--- config.mk ---
export PLATFORM = sky130hd
export DESIGN_NAME = backoff_failover_selector
export DESIGN_NICKNAME = d
export VERILOG_FILES = /design/src/rtl/core/bfs_pkg.sv /design/src/rtl/core/bfs_table.sv /design/src/rtl/core/bfs_unit.sv /design/src/rtl/core/backoff_failover_selector.sv
export SDC_FILE = /design/constraint.sdc
export NUM_CORES = 2
export LEC_CHECK = 0
export BUFFER_PORTS_ARGS = -buffer_cell sky130_fd_sc_hd__buf_2
export CAP_MARGIN = 20
export CORE_ASPECT_RATIO = 0.9
export CORE_MARGIN = 3
export CORE_UTILIZATION = 55
export CTS_CLUSTER_SIZE = 8
export DETAILED_ROUTE_END_ITERATION = 16
export PLACE_DENSITY = 0.69
export SYNTH_ARGS = -nofsm -noshare
export SYNTH_HDL_FRONTEND = slang
export SYNTH_SLANG_ARGS = --single-unit
export TNS_END_PERCENT = 10
--- constraint.sdc ---
create_clock -name clk -period 11.8 [get_ports clk]
set_input_delay 2.36 -clock clk [delete_from_list [all_inputs] [get_ports clk]]
set_output_delay 2.36 -clock clk [all_outputs]
set_load 0.03 [all_outputs]
--- src/rtl/core/bfs_pkg.sv ---
package bfs_pkg;

	// table geometry
	localparam int ENTRIES = 8;
	localparam int IDX_W   = (ENTRIES > 1) ? $clog2(ENTRIES) : 1;

	// field widths
	localparam int MODE_W  = 3;
	localparam int ENTRY_W = 3;
	localparam int ELAP_W  = 16;
	localparam int ATT_W   = 8;
	localparam int CLK_W   = 32;
	localparam int FAIL_W  = 8;
	localparam int BASE_W  = 16;
	localparam int BO_W    = 28;
	localparam int CFG_W   = 28;
	localparam int CIDX_W  = 2;
	localparam int SH_W    = 4;

	// backoff shift saturates here
	localparam logic [SH_W-1:0] SHIFT_CAP = SH_W'(12);
	localparam logic [FAIL_W-1:0] FAIL_MAX = '1;

	// mode codes
	localparam logic [MODE_W-1:0] MODE_ADD     = 3'd0;
	localparam logic [MODE_W-1:0] MODE_TICK    = 3'd1;
	localparam logic [MODE_W-1:0] MODE_SELECT  = 3'd2;
	localparam logic [MODE_W-1:0] MODE_SUCCESS = 3'd3;
	localparam logic [MODE_W-1:0] MODE_FAILURE = 3'd4;

	// configuration register indexes
	localparam logic [CIDX_W-1:0] CFG_BASE_BACKOFF = 2'd0;
	localparam logic [CIDX_W-1:0] CFG_MAX_BACKOFF  = 2'd1;
	localparam logic [CIDX_W-1:0] CFG_MAX_ATTEMPTS = 2'd2;

	// configuration reset values
	localparam logic [BASE_W-1:0] BASE_RST = 16'd30;
	localparam logic [BO_W-1:0]   MAXB_RST = 28'd1800;
	localparam logic [ATT_W-1:0]  ATT_RST  = 8'd8;

	// shared adder operations
	typedef enum logic {
		OP_ADD,
		OP_GE
	} op_t;

	// sequencer states
	typedef enum logic [2:0] {
		ST_IDLE,
		ST_EXEC,
		ST_SCAN,
		ST_STAMP,
		ST_FAIL_SHIFT,
		ST_FAIL_ADD,
		ST_DONE
	} state_t;

	// table write command
	typedef struct packed {
		logic [IDX_W-1:0]  addr;
		logic              set_present;
		logic              fail_we;
		logic [FAIL_W-1:0] fail_d;
		logic              nb_we;
		logic [CLK_W-1:0]  nb_d;
		logic              last_we;
		logic [CLK_W-1:0]  last_d;
	} tbl_wr_t;

	// table read data
	typedef struct packed {
		logic              present;
		logic [FAIL_W-1:0] fail;
		logic [CLK_W-1:0]  nb;
		logic [CLK_W-1:0]  last;
	} tbl_rd_t;

endpackage

--- src/rtl/core/bfs_table.sv ---
module bfs_table (
	input  logic                      clk,
	input  logic                      arst_n,
	input  logic [bfs_pkg::IDX_W-1:0] rd_addr,
	output bfs_pkg::tbl_rd_t          rd,
	input  bfs_pkg::tbl_wr_t          wr
);
	import bfs_pkg::*;

	logic              present_q [ENTRIES];
	logic [FAIL_W-1:0] fail_q    [ENTRIES];
	logic [CLK_W-1:0]  nb_q      [ENTRIES];
	logic [CLK_W-1:0]  last_q    [ENTRIES];

	// single read port
	always_comb begin
		rd.present = present_q[rd_addr];
		rd.fail    = fail_q[rd_addr];
		rd.nb      = nb_q[rd_addr];
		rd.last    = last_q[rd_addr];
	end

	// single write address, several fields
	always_ff @(posedge clk or negedge arst_n) begin
		if (!arst_n) begin
			for (int i = 0; i < ENTRIES; i++) begin
				present_q[i] <= 1'b0;
				fail_q[i]    <= '0;
				nb_q[i]      <= '0;
				last_q[i]    <= '0;
			end
		end else begin
			if (wr.set_present) begin
				present_q[wr.addr] <= 1'b1;
			end
			if (wr.fail_we) begin
				fail_q[wr.addr] <= wr.fail_d;
			end
			if (wr.nb_we) begin
				nb_q[wr.addr] <= wr.nb_d;
			end
			if (wr.last_we) begin
				last_q[wr.addr] <= wr.last_d;
			end
		end
	end

endmodule

--- src/rtl/core/bfs_unit.sv ---
module bfs_unit (
	input  bfs_pkg::op_t                op,
	input  logic [bfs_pkg::CLK_W-1:0]   a,
	input  logic [bfs_pkg::CLK_W-1:0]   b,
	output logic [bfs_pkg::CLK_W-1:0]   sum,
	output logic                        ge
);
	import bfs_pkg::*;

	logic [CLK_W-1:0] b_op;
	logic             cin;
	logic [CLK_W:0]   s;

	// one adder: saturating add, or subtract for a >= b
	always_comb begin
		b_op = (op == OP_GE) ? ~b : b;
		cin  = (op == OP_GE);
		s    = {1'b0, a} + {1'b0, b_op} + (CLK_W + 1)'(cin);
		ge   = s[CLK_W];
		sum  = s[CLK_W] ? '1 : s[CLK_W-1:0];
	end

endmodule

--- src/rtl/core/backoff_failover_selector.sv ---
// channel  | handshake                  | fields
// ---------+----------------------------+------------------------------------------
// in       | in_valid / in_ready        | mode, entry, elapsed, attempts_made
// out      | out_valid / out_ready      | found, chosen, backoff_seconds
// cfg      | cfg_we (no wait)           | cfg_idx, cfg_data
//
// one item at a time through a small sequencer and one shared 33-bit adder.
// add, tick, success: exec, then done; failure: exec, fail_shift and fail_add, then done.
// select: exec, scan and stamp, then done; one table entry compared per cycle on the adder.
// the next item can be taken in the cycle after the result is loaded.
// the result sits in an output register; a new item may be taken while it waits.
// arst_n clears the table, clock and favored entry, and sets the configuration registers to their reset values.
module backoff_failover_selector (
	input  logic                        clk,
	input  logic                        arst_n,
	input  logic                        in_valid,
	output logic                        in_ready,
	input  logic [bfs_pkg::MODE_W-1:0]  mode,
	input  logic [bfs_pkg::ENTRY_W-1:0] entry,
	input  logic [bfs_pkg::ELAP_W-1:0]  elapsed,
	input  logic [bfs_pkg::ATT_W-1:0]   attempts_made,
	output logic                        out_valid,
	input  logic                        out_ready,
	output logic                        found,
	output logic [bfs_pkg::ENTRY_W-1:0] chosen,
	output logic [bfs_pkg::BO_W-1:0]    backoff_seconds,
	input  logic                        cfg_we,
	input  logic [bfs_pkg::CIDX_W-1:0]  cfg_idx,
	input  logic [bfs_pkg::CFG_W-1:0]   cfg_data
);
	import bfs_pkg::*;

	state_t state_q, state_d;

	// latched item
	logic [MODE_W-1:0]  mode_q;
	logic [ENTRY_W-1:0] entry_q;
	logic [ELAP_W-1:0]  elapsed_q;
	logic [ATT_W-1:0]   made_q;

	// scan and backoff working registers
	logic [IDX_W-1:0]   cnt_q;
	logic               have_q;
	logic [IDX_W-1:0]   best_q;
	logic [FAIL_W-1:0]  best_fail_q;
	logic [CLK_W-1:0]   best_last_q;
	logic               best_fav_q;
	logic [FAIL_W-1:0]  fail_new_q;
	logic [BO_W-1:0]    bo_q;

	// global state and configuration
	logic [CLK_W-1:0]   clock_q;
	logic [IDX_W-1:0]   favored_q;
	logic               favored_valid_q;
	logic [BASE_W-1:0]  base_q;
	logic [BO_W-1:0]    max_q;
	logic [ATT_W-1:0]   att_q;

	// output register
	logic               out_valid_q;
	logic               found_q;
	logic [ENTRY_W-1:0] chosen_q;
	logic [BO_W-1:0]    bo_out_q;

	// table and shared unit hookup
	logic [IDX_W-1:0]   rd_addr;
	tbl_rd_t            rd;
	tbl_wr_t            wr;
	op_t                u_op;
	logic [CLK_W-1:0]   u_a;
	logic [CLK_W-1:0]   u_b;
	logic [CLK_W-1:0]   u_sum;
	logic               u_ge;

	logic               accept;
	logic               entry_ok;
	logic [IDX_W-1:0]   entry_idx;
	logic [FAIL_W-1:0]  fail_inc;
	logic [SH_W-1:0]    sh_amt;
	logic [BO_W-1:0]    shifted;
	logic               fav_i;
	logic               ranks;
	logic               take;
	logic               cnt_last;
	logic               out_load;
	logic               found_d;

	bfs_table u_table (
		.clk     (clk),
		.arst_n  (arst_n),
		.rd_addr (rd_addr),
		.rd      (rd),
		.wr      (wr)
	);

	bfs_unit u_unit (
		.op  (u_op),
		.a   (u_a),
		.b   (u_b),
		.sum (u_sum),
		.ge  (u_ge)
	);

	// item decode helpers
	assign accept    = in_valid && in_ready;
	assign entry_ok  = (32'(entry_q) < ENTRIES);
	assign entry_idx = IDX_W'(entry_q);
	assign fail_inc  = (rd.fail == FAIL_MAX) ? rd.fail : rd.fail + FAIL_W'(1);
	assign sh_amt    = (fail_new_q < FAIL_W'(SHIFT_CAP)) ? SH_W'(fail_new_q) : SHIFT_CAP;
	assign shifted   = BO_W'(base_q) << sh_amt;
	assign cnt_last  = (cnt_q == IDX_W'(ENTRIES - 1));

	// ranking of scanned entry against current best
	always_comb begin
		fav_i = favored_valid_q && (favored_q == cnt_q);
		if (fav_i != best_fav_q) begin
			ranks = fav_i;
		end else if (rd.fail != best_fail_q) begin
			ranks = rd.fail < best_fail_q;
		end else begin
			ranks = rd.last < best_last_q;
		end
		take = rd.present && u_ge && (!have_q || ranks);
	end

	// next state
	always_comb begin
		state_d = state_q;
		case (state_q)
			ST_IDLE: begin
				if (in_valid) begin
					state_d = ST_EXEC;
				end
			end
			ST_EXEC: begin
				case (mode_q)
					MODE_SELECT: state_d = (made_q < att_q) ? ST_SCAN : ST_DONE;
					MODE_FAILURE: state_d = (entry_ok && rd.present) ? ST_FAIL_SHIFT : ST_DONE;
					default: state_d = ST_DONE;
				endcase
			end
			ST_SCAN: begin
				if (cnt_last) begin
					state_d = ST_STAMP;
				end
			end
			ST_STAMP: state_d = ST_DONE;
			ST_FAIL_SHIFT: state_d = ST_FAIL_ADD;
			ST_FAIL_ADD: state_d = ST_DONE;
			ST_DONE: begin
				if (!out_valid_q || out_ready) begin
					state_d = ST_IDLE;
				end
			end
			default: state_d = ST_IDLE;
		endcase
	end

	// sequencer outputs: table access and shared unit operands
	always_comb begin
		in_ready = 1'b0;
		out_load = 1'b0;
		rd_addr  = entry_idx;
		wr       = '0;
		wr.addr  = entry_idx;
		u_op     = OP_ADD;
		u_a      = clock_q;
		u_b      = '0;
		case (state_q)
			ST_IDLE: in_ready = 1'b1;
			ST_EXEC: begin
				case (mode_q)
					MODE_ADD: wr.set_present = entry_ok;
					MODE_TICK: u_b = CLK_W'(elapsed_q);
					MODE_SUCCESS: begin
						wr.fail_we = entry_ok && rd.present;
						wr.fail_d  = '0;
						wr.nb_we   = entry_ok && rd.present;
						wr.nb_d    = clock_q;
					end
					MODE_FAILURE: begin
						wr.fail_we = entry_ok && rd.present;
						wr.fail_d  = fail_inc;
					end
					default: ;
				endcase
			end
			ST_SCAN: begin
				rd_addr = cnt_q;
				u_op    = OP_GE;
				u_a     = clock_q;
				u_b     = rd.nb;
			end
			ST_STAMP: begin
				wr.addr    = best_q;
				wr.last_we = have_q;
				wr.last_d  = clock_q;
			end
			ST_FAIL_SHIFT: begin
				u_op = OP_GE;
				u_a  = CLK_W'(max_q);
				u_b  = CLK_W'(shifted);
			end
			ST_FAIL_ADD: begin
				u_b      = CLK_W'(bo_q);
				wr.nb_we = 1'b1;
				wr.nb_d  = u_sum;
			end
			ST_DONE: out_load = !out_valid_q || out_ready;
			default: ;
		endcase
	end

	assign found_d = (mode_q == MODE_SELECT) && have_q;

	// item and working registers
	always_ff @(posedge clk) begin
		if (accept) begin
			mode_q    <= mode;
			entry_q   <= entry;
			elapsed_q <= elapsed;
			made_q    <= attempts_made;
			have_q    <= 1'b0;
			bo_q      <= '0;
			cnt_q     <= '0;
		end
		if (state_q == ST_EXEC && mode_q == MODE_FAILURE) begin
			fail_new_q <= fail_inc;
		end
		if (state_q == ST_SCAN) begin
			cnt_q <= cnt_q + IDX_W'(1);
			if (take) begin
				have_q      <= 1'b1;
				best_q      <= cnt_q;
				best_fail_q <= rd.fail;
				best_last_q <= rd.last;
				best_fav_q  <= fav_i;
			end
		end
		if (state_q == ST_FAIL_SHIFT) begin
			bo_q <= u_ge ? shifted : max_q;
		end
		if (out_load) begin
			found_q  <= found_d;
			chosen_q <= found_d ? ENTRY_W'(best_q) : entry_q;
			bo_out_q <= bo_q;
		end
	end

	// control, clock, favored entry and configuration
	always_ff @(posedge clk or negedge arst_n) begin
		if (!arst_n) begin
			state_q         <= ST_IDLE;
			clock_q         <= '0;
			favored_q       <= '0;
			favored_valid_q <= 1'b0;
			base_q          <= BASE_RST;
			max_q           <= MAXB_RST;
			att_q           <= ATT_RST;
			out_valid_q     <= 1'b0;
		end else begin
			state_q <= state_d;
			if (state_q == ST_EXEC && mode_q == MODE_TICK) begin
				clock_q <= u_sum;
			end
			if (state_q == ST_EXEC && mode_q == MODE_SUCCESS && entry_ok) begin
				favored_q       <= entry_idx;
				favored_valid_q <= 1'b1;
			end
			if (cfg_we) begin
				case (cfg_idx)
					CFG_BASE_BACKOFF: base_q <= cfg_data[BASE_W-1:0];
					CFG_MAX_BACKOFF: max_q <= cfg_data[BO_W-1:0];
					CFG_MAX_ATTEMPTS: att_q <= cfg_data[ATT_W-1:0];
					default: ;
				endcase
			end
			if (out_load) begin
				out_valid_q <= 1'b1;
			end else if (out_ready) begin
				out_valid_q <= 1'b0;
			end
		end
	end

	assign out_valid       = out_valid_q;
	assign found           = found_q;
	assign chosen          = chosen_q;
	assign backoff_seconds = bo_out_q;

endmodule
==> qor.txt <==
Status -> finished, final reports clean
Final Hold Fails -> 0
Min cycle time layout -> 8.36 ns
Synth Area in Simple Gates -> 9.78%
TritonCTS clock tree -> built
Async set-reset flop share out of synthesis -> 82.2%
Hold buffer count at CTS -> 0
Initial DRC count -> 2685
Power per cell area -> 262 nW/µm²
Hpwl dp -> 73200 µm
Area growth syn-to-layout -> 11.1%
Startpoint Class -> register
Final Power -> 11.7 mW
Initial antenna violation count -> 1
Clk pwr share -> 25.2%
Hold Crit Start -> bo_q[6]
Top cell type's share of synthesized area -> 41.5%
Cells after Synth -> 3432
RSZ-0062 raised after global routing -> false
Most common cell in the synthesized netlist -> dfrtp_1
Area of the multi-input gates -> 17800 µm²
Period utilization -> 70.8%
DRT Pass-1 Iters -> 6
Max Fclk -> 120 MHz
Worst-Skew Late Latency -> 0.67 ns
Core Util, Final -> 62.1%
Maximum VDD drop -> 166 µV
Final setup viols -> 0
Sequential area share after synthesis -> 52.9%
Total CTS buffers -> 113
Slew headroom -> 25.5%
Horiz. Die Dim -> 291 µm
Wire length per cell -> 25.3 µm
Die Y -> 263 µm
CP startpoint -> state_q[0]
Worst clock skew -> 0.0412 ns
Pre-CTS WS -> 3.71 ns
Placed cell count -> 4290
Vias after detailed routing -> 28355
Post-Route WL -> 113000 µm
Post-CTS setup buffer count -> 0
Synth warn -> 0
Nets@finish -> 3608
Clock-pin transition on the worst setup and hold timing paths -> 0.06 ns
Leak Pwr -> 20.4 nW
Remaining Overflow, GRT -> 0
Max FO, Critical Path -> 79
Pins Over Slew Limit -> 0
Number of max-cap violations -> 0
CP Class -> reg -> reg
First-pass GRT wire length -> 174000 µm
Port-buffer cells -> 98
Post-route setup TNS -> 0 ns
Seq pwr share -> 35.6%
Synth cell types -> 98
Delay-heaviest family, CP -> compound AO/OA/AOI/OAI gates
RePlAce Congestion -> 0.985
Core ar. -> 72000 µm²
Endpoint class of the critical path -> register
Seq cells post-synth -> 822
Top cells by area, synth -> dfrtp_1, edfxtp_1, mux2_2
Post-synthesis xor/xnor area fraction -> 0.563%
Hold Path Class -> reg -> reg
Clk root buf -> clkbuf_16
Synthesized net count -> 3580
Int Pwr -> 7.07 mW
Combinational share of power -> 39.2%
Worst EP arrival -> 8.82 ns
Largest net degree at the start of global routing -> 155
Synth Area in Adders -> 2.62%
Predominant post-synthesis flop cell -> dfrtp_1
Layout cells sized above 1 -> 24.5%
I/O pin cnt -> 99
Slew @ Worst Pin -> 1.12 ns
Routed Antenna Nets -> 0
Mux contribution to synthesized area -> 21.3%
Critical Path Slowest Stage Cell -> a21o_4
Total track usage -> 29.3%
Largest family of logic cells by synthesized area -> multiplexers
Post-Syn Area per Cell -> 11.7 µm²
Mapped Area -> 40200 µm²
Synth area leader -> dfrtp_1
CTS max path bufs -> 3
Vias/cell -> 6.34
Vias in the first global route -> 29047
CP Cell Sequence -> or3b_1 -> buf_4 -> a21o_4 -> buf_12 -> mux4_2 -> mux2i_1 -> o22ai_1 -> o21ai_0 -> ha_1 -> o211ai_1 -> o21ai_0 -> a311oi_1 -> and3_2 -> buf_4 -> nor2_1 -> a211oi_1 -> a21oi_1
Synth top cells by count -> dfrtp_1, mux2_2, nand2_1
Initial Util -> 55.9%
Worst Path Buf+Inv -> 3
Number of flops mapped to enable cells by yosys -> 145
Sw Ratio -> 39.7%
Fillers -> 5545
Reg2reg start -> state_q[0]
Non-filler cells, final -> 4469
Slack of the worst reg-to-reg path -> 3.44 ns
Worst Setup Slack, final -> 3.44 ns
Worst path required time -> 12.27 ns
Cts repair resizes -> 0
Number of remaining DRC errors -> 0
Compound-Gate Fraction of Synth Area -> 9.59%
Switching power -> 4.66 mW
# rows -> 93
Die ar. -> 76500 µm²
Clock H-tree levels -> 3
Crit-path max cell delay -> 0.95 ns
Clock Sinks -> 822
Register Area -> 21300 µm²
## worst paths after layout
kind                                      end  cells past startpoint
min                        backoff_seconds[6]                      0
max reg2reg                  u_table.nb_q[60]                     17
max in group asynchronous    u_table.nb_q[40]                      3
max                          u_table.nb_q[60]                     17
min in group asynchronous  u_table.fail_q[54]                      1
min reg2reg                backoff_seconds[6]                      0
## cell type report
cell class                      instances  area share, %
Antenna cell                            2         0.0112
Clock buffer                          167           6.89
Clock inverter                          5          0.171
Inverter                               72          0.604
Multi-Input combinational cell       2300           39.8
Sequential cell                       822           47.6
Tap cell                              950           2.66
Timing Repair Buffer                  151           2.23
## per-stage QoR
stage                     hold slack, ns  area (µm²)
after global routing               0.449       44700
after detailed placement           0.439       41500
after CTS                          0.447       44600
after floorplan                    0.426       40200
after global placement             0.451       41500
final                              0.447       44700
## state kept, by name, summed over array words and instances (netlist names), 8 cells and up
| register | count |
|---|---|
| bo_q | 28 |
| u_table.fail_q | 64 |
| max_q | 28 |
| made_q | 8 |
| base_q | 16 |
| elapsed_q | 16 |
| best_last_q | 32 |
| fail_new_q | 8 |
| best_fail_q | 8 |
| backoff_seconds | 28 |
| clock_q | 32 |
| u_table.last_q | 256 |
| att_q | 8 |
| u_table.nb_q | 256 |
| u_table.present_q | 8 |
## power groups by stage
stage                     Clock, mW  Sequential (mW)  Combinational, mW
after floorplan                   0             3.88               3.37
final                          2.95             4.18               4.60
after global routing           3.12             4.23               4.98
after global placement            0             4.14               4.43
after CTS                      2.99             4.15               4.54
after detailed placement          0             4.19               4.51
## cell families after synthesis
group | after synthesis
compound gates | 648
simple gates | 912
mux | 631
buf+inv | 310
xor+xnor | 25
fa+ha+maj | 84
flops | 822
## metal layers
layer | vias to the layer above | GRT usage (%) | wire, µm
met5 | - | 0 | 0
met4 | 0 | 10.8 | 4030
met3 | 283 | 4.82 | 7890
met2 | 1167 | 46.4 | 53200
met1 | 14498 | 41.1 | 47800
li1 | 12407 | - | -
## layout by cell type, fill, tap and decap left out, types with 17 or more instances in the layout
cell type	netlist	routed
a21o_1	28	27
a21oi_1	338	338
a22oi_1	21	21
a31oi_1	30	29
buf_2	35	97
buf_4	5	46
clkbuf_1	170	51
clkbuf_16	0	115
dfrtp_1	667	667
edfxtp_1	145	145
ha_1	82	82
inv_1	72	72
mux2_2	386	386
mux2i_1	96	95
mux4_2	138	138
nand2_1	372	372
nand2b_1	18	18
nand3_1	33	33
nor2_1	340	328
nor3_1	38	38
o21ai_0	103	103
xnor2_1	17	17
No activity file was read; power rests on OpenSTA's default activity.
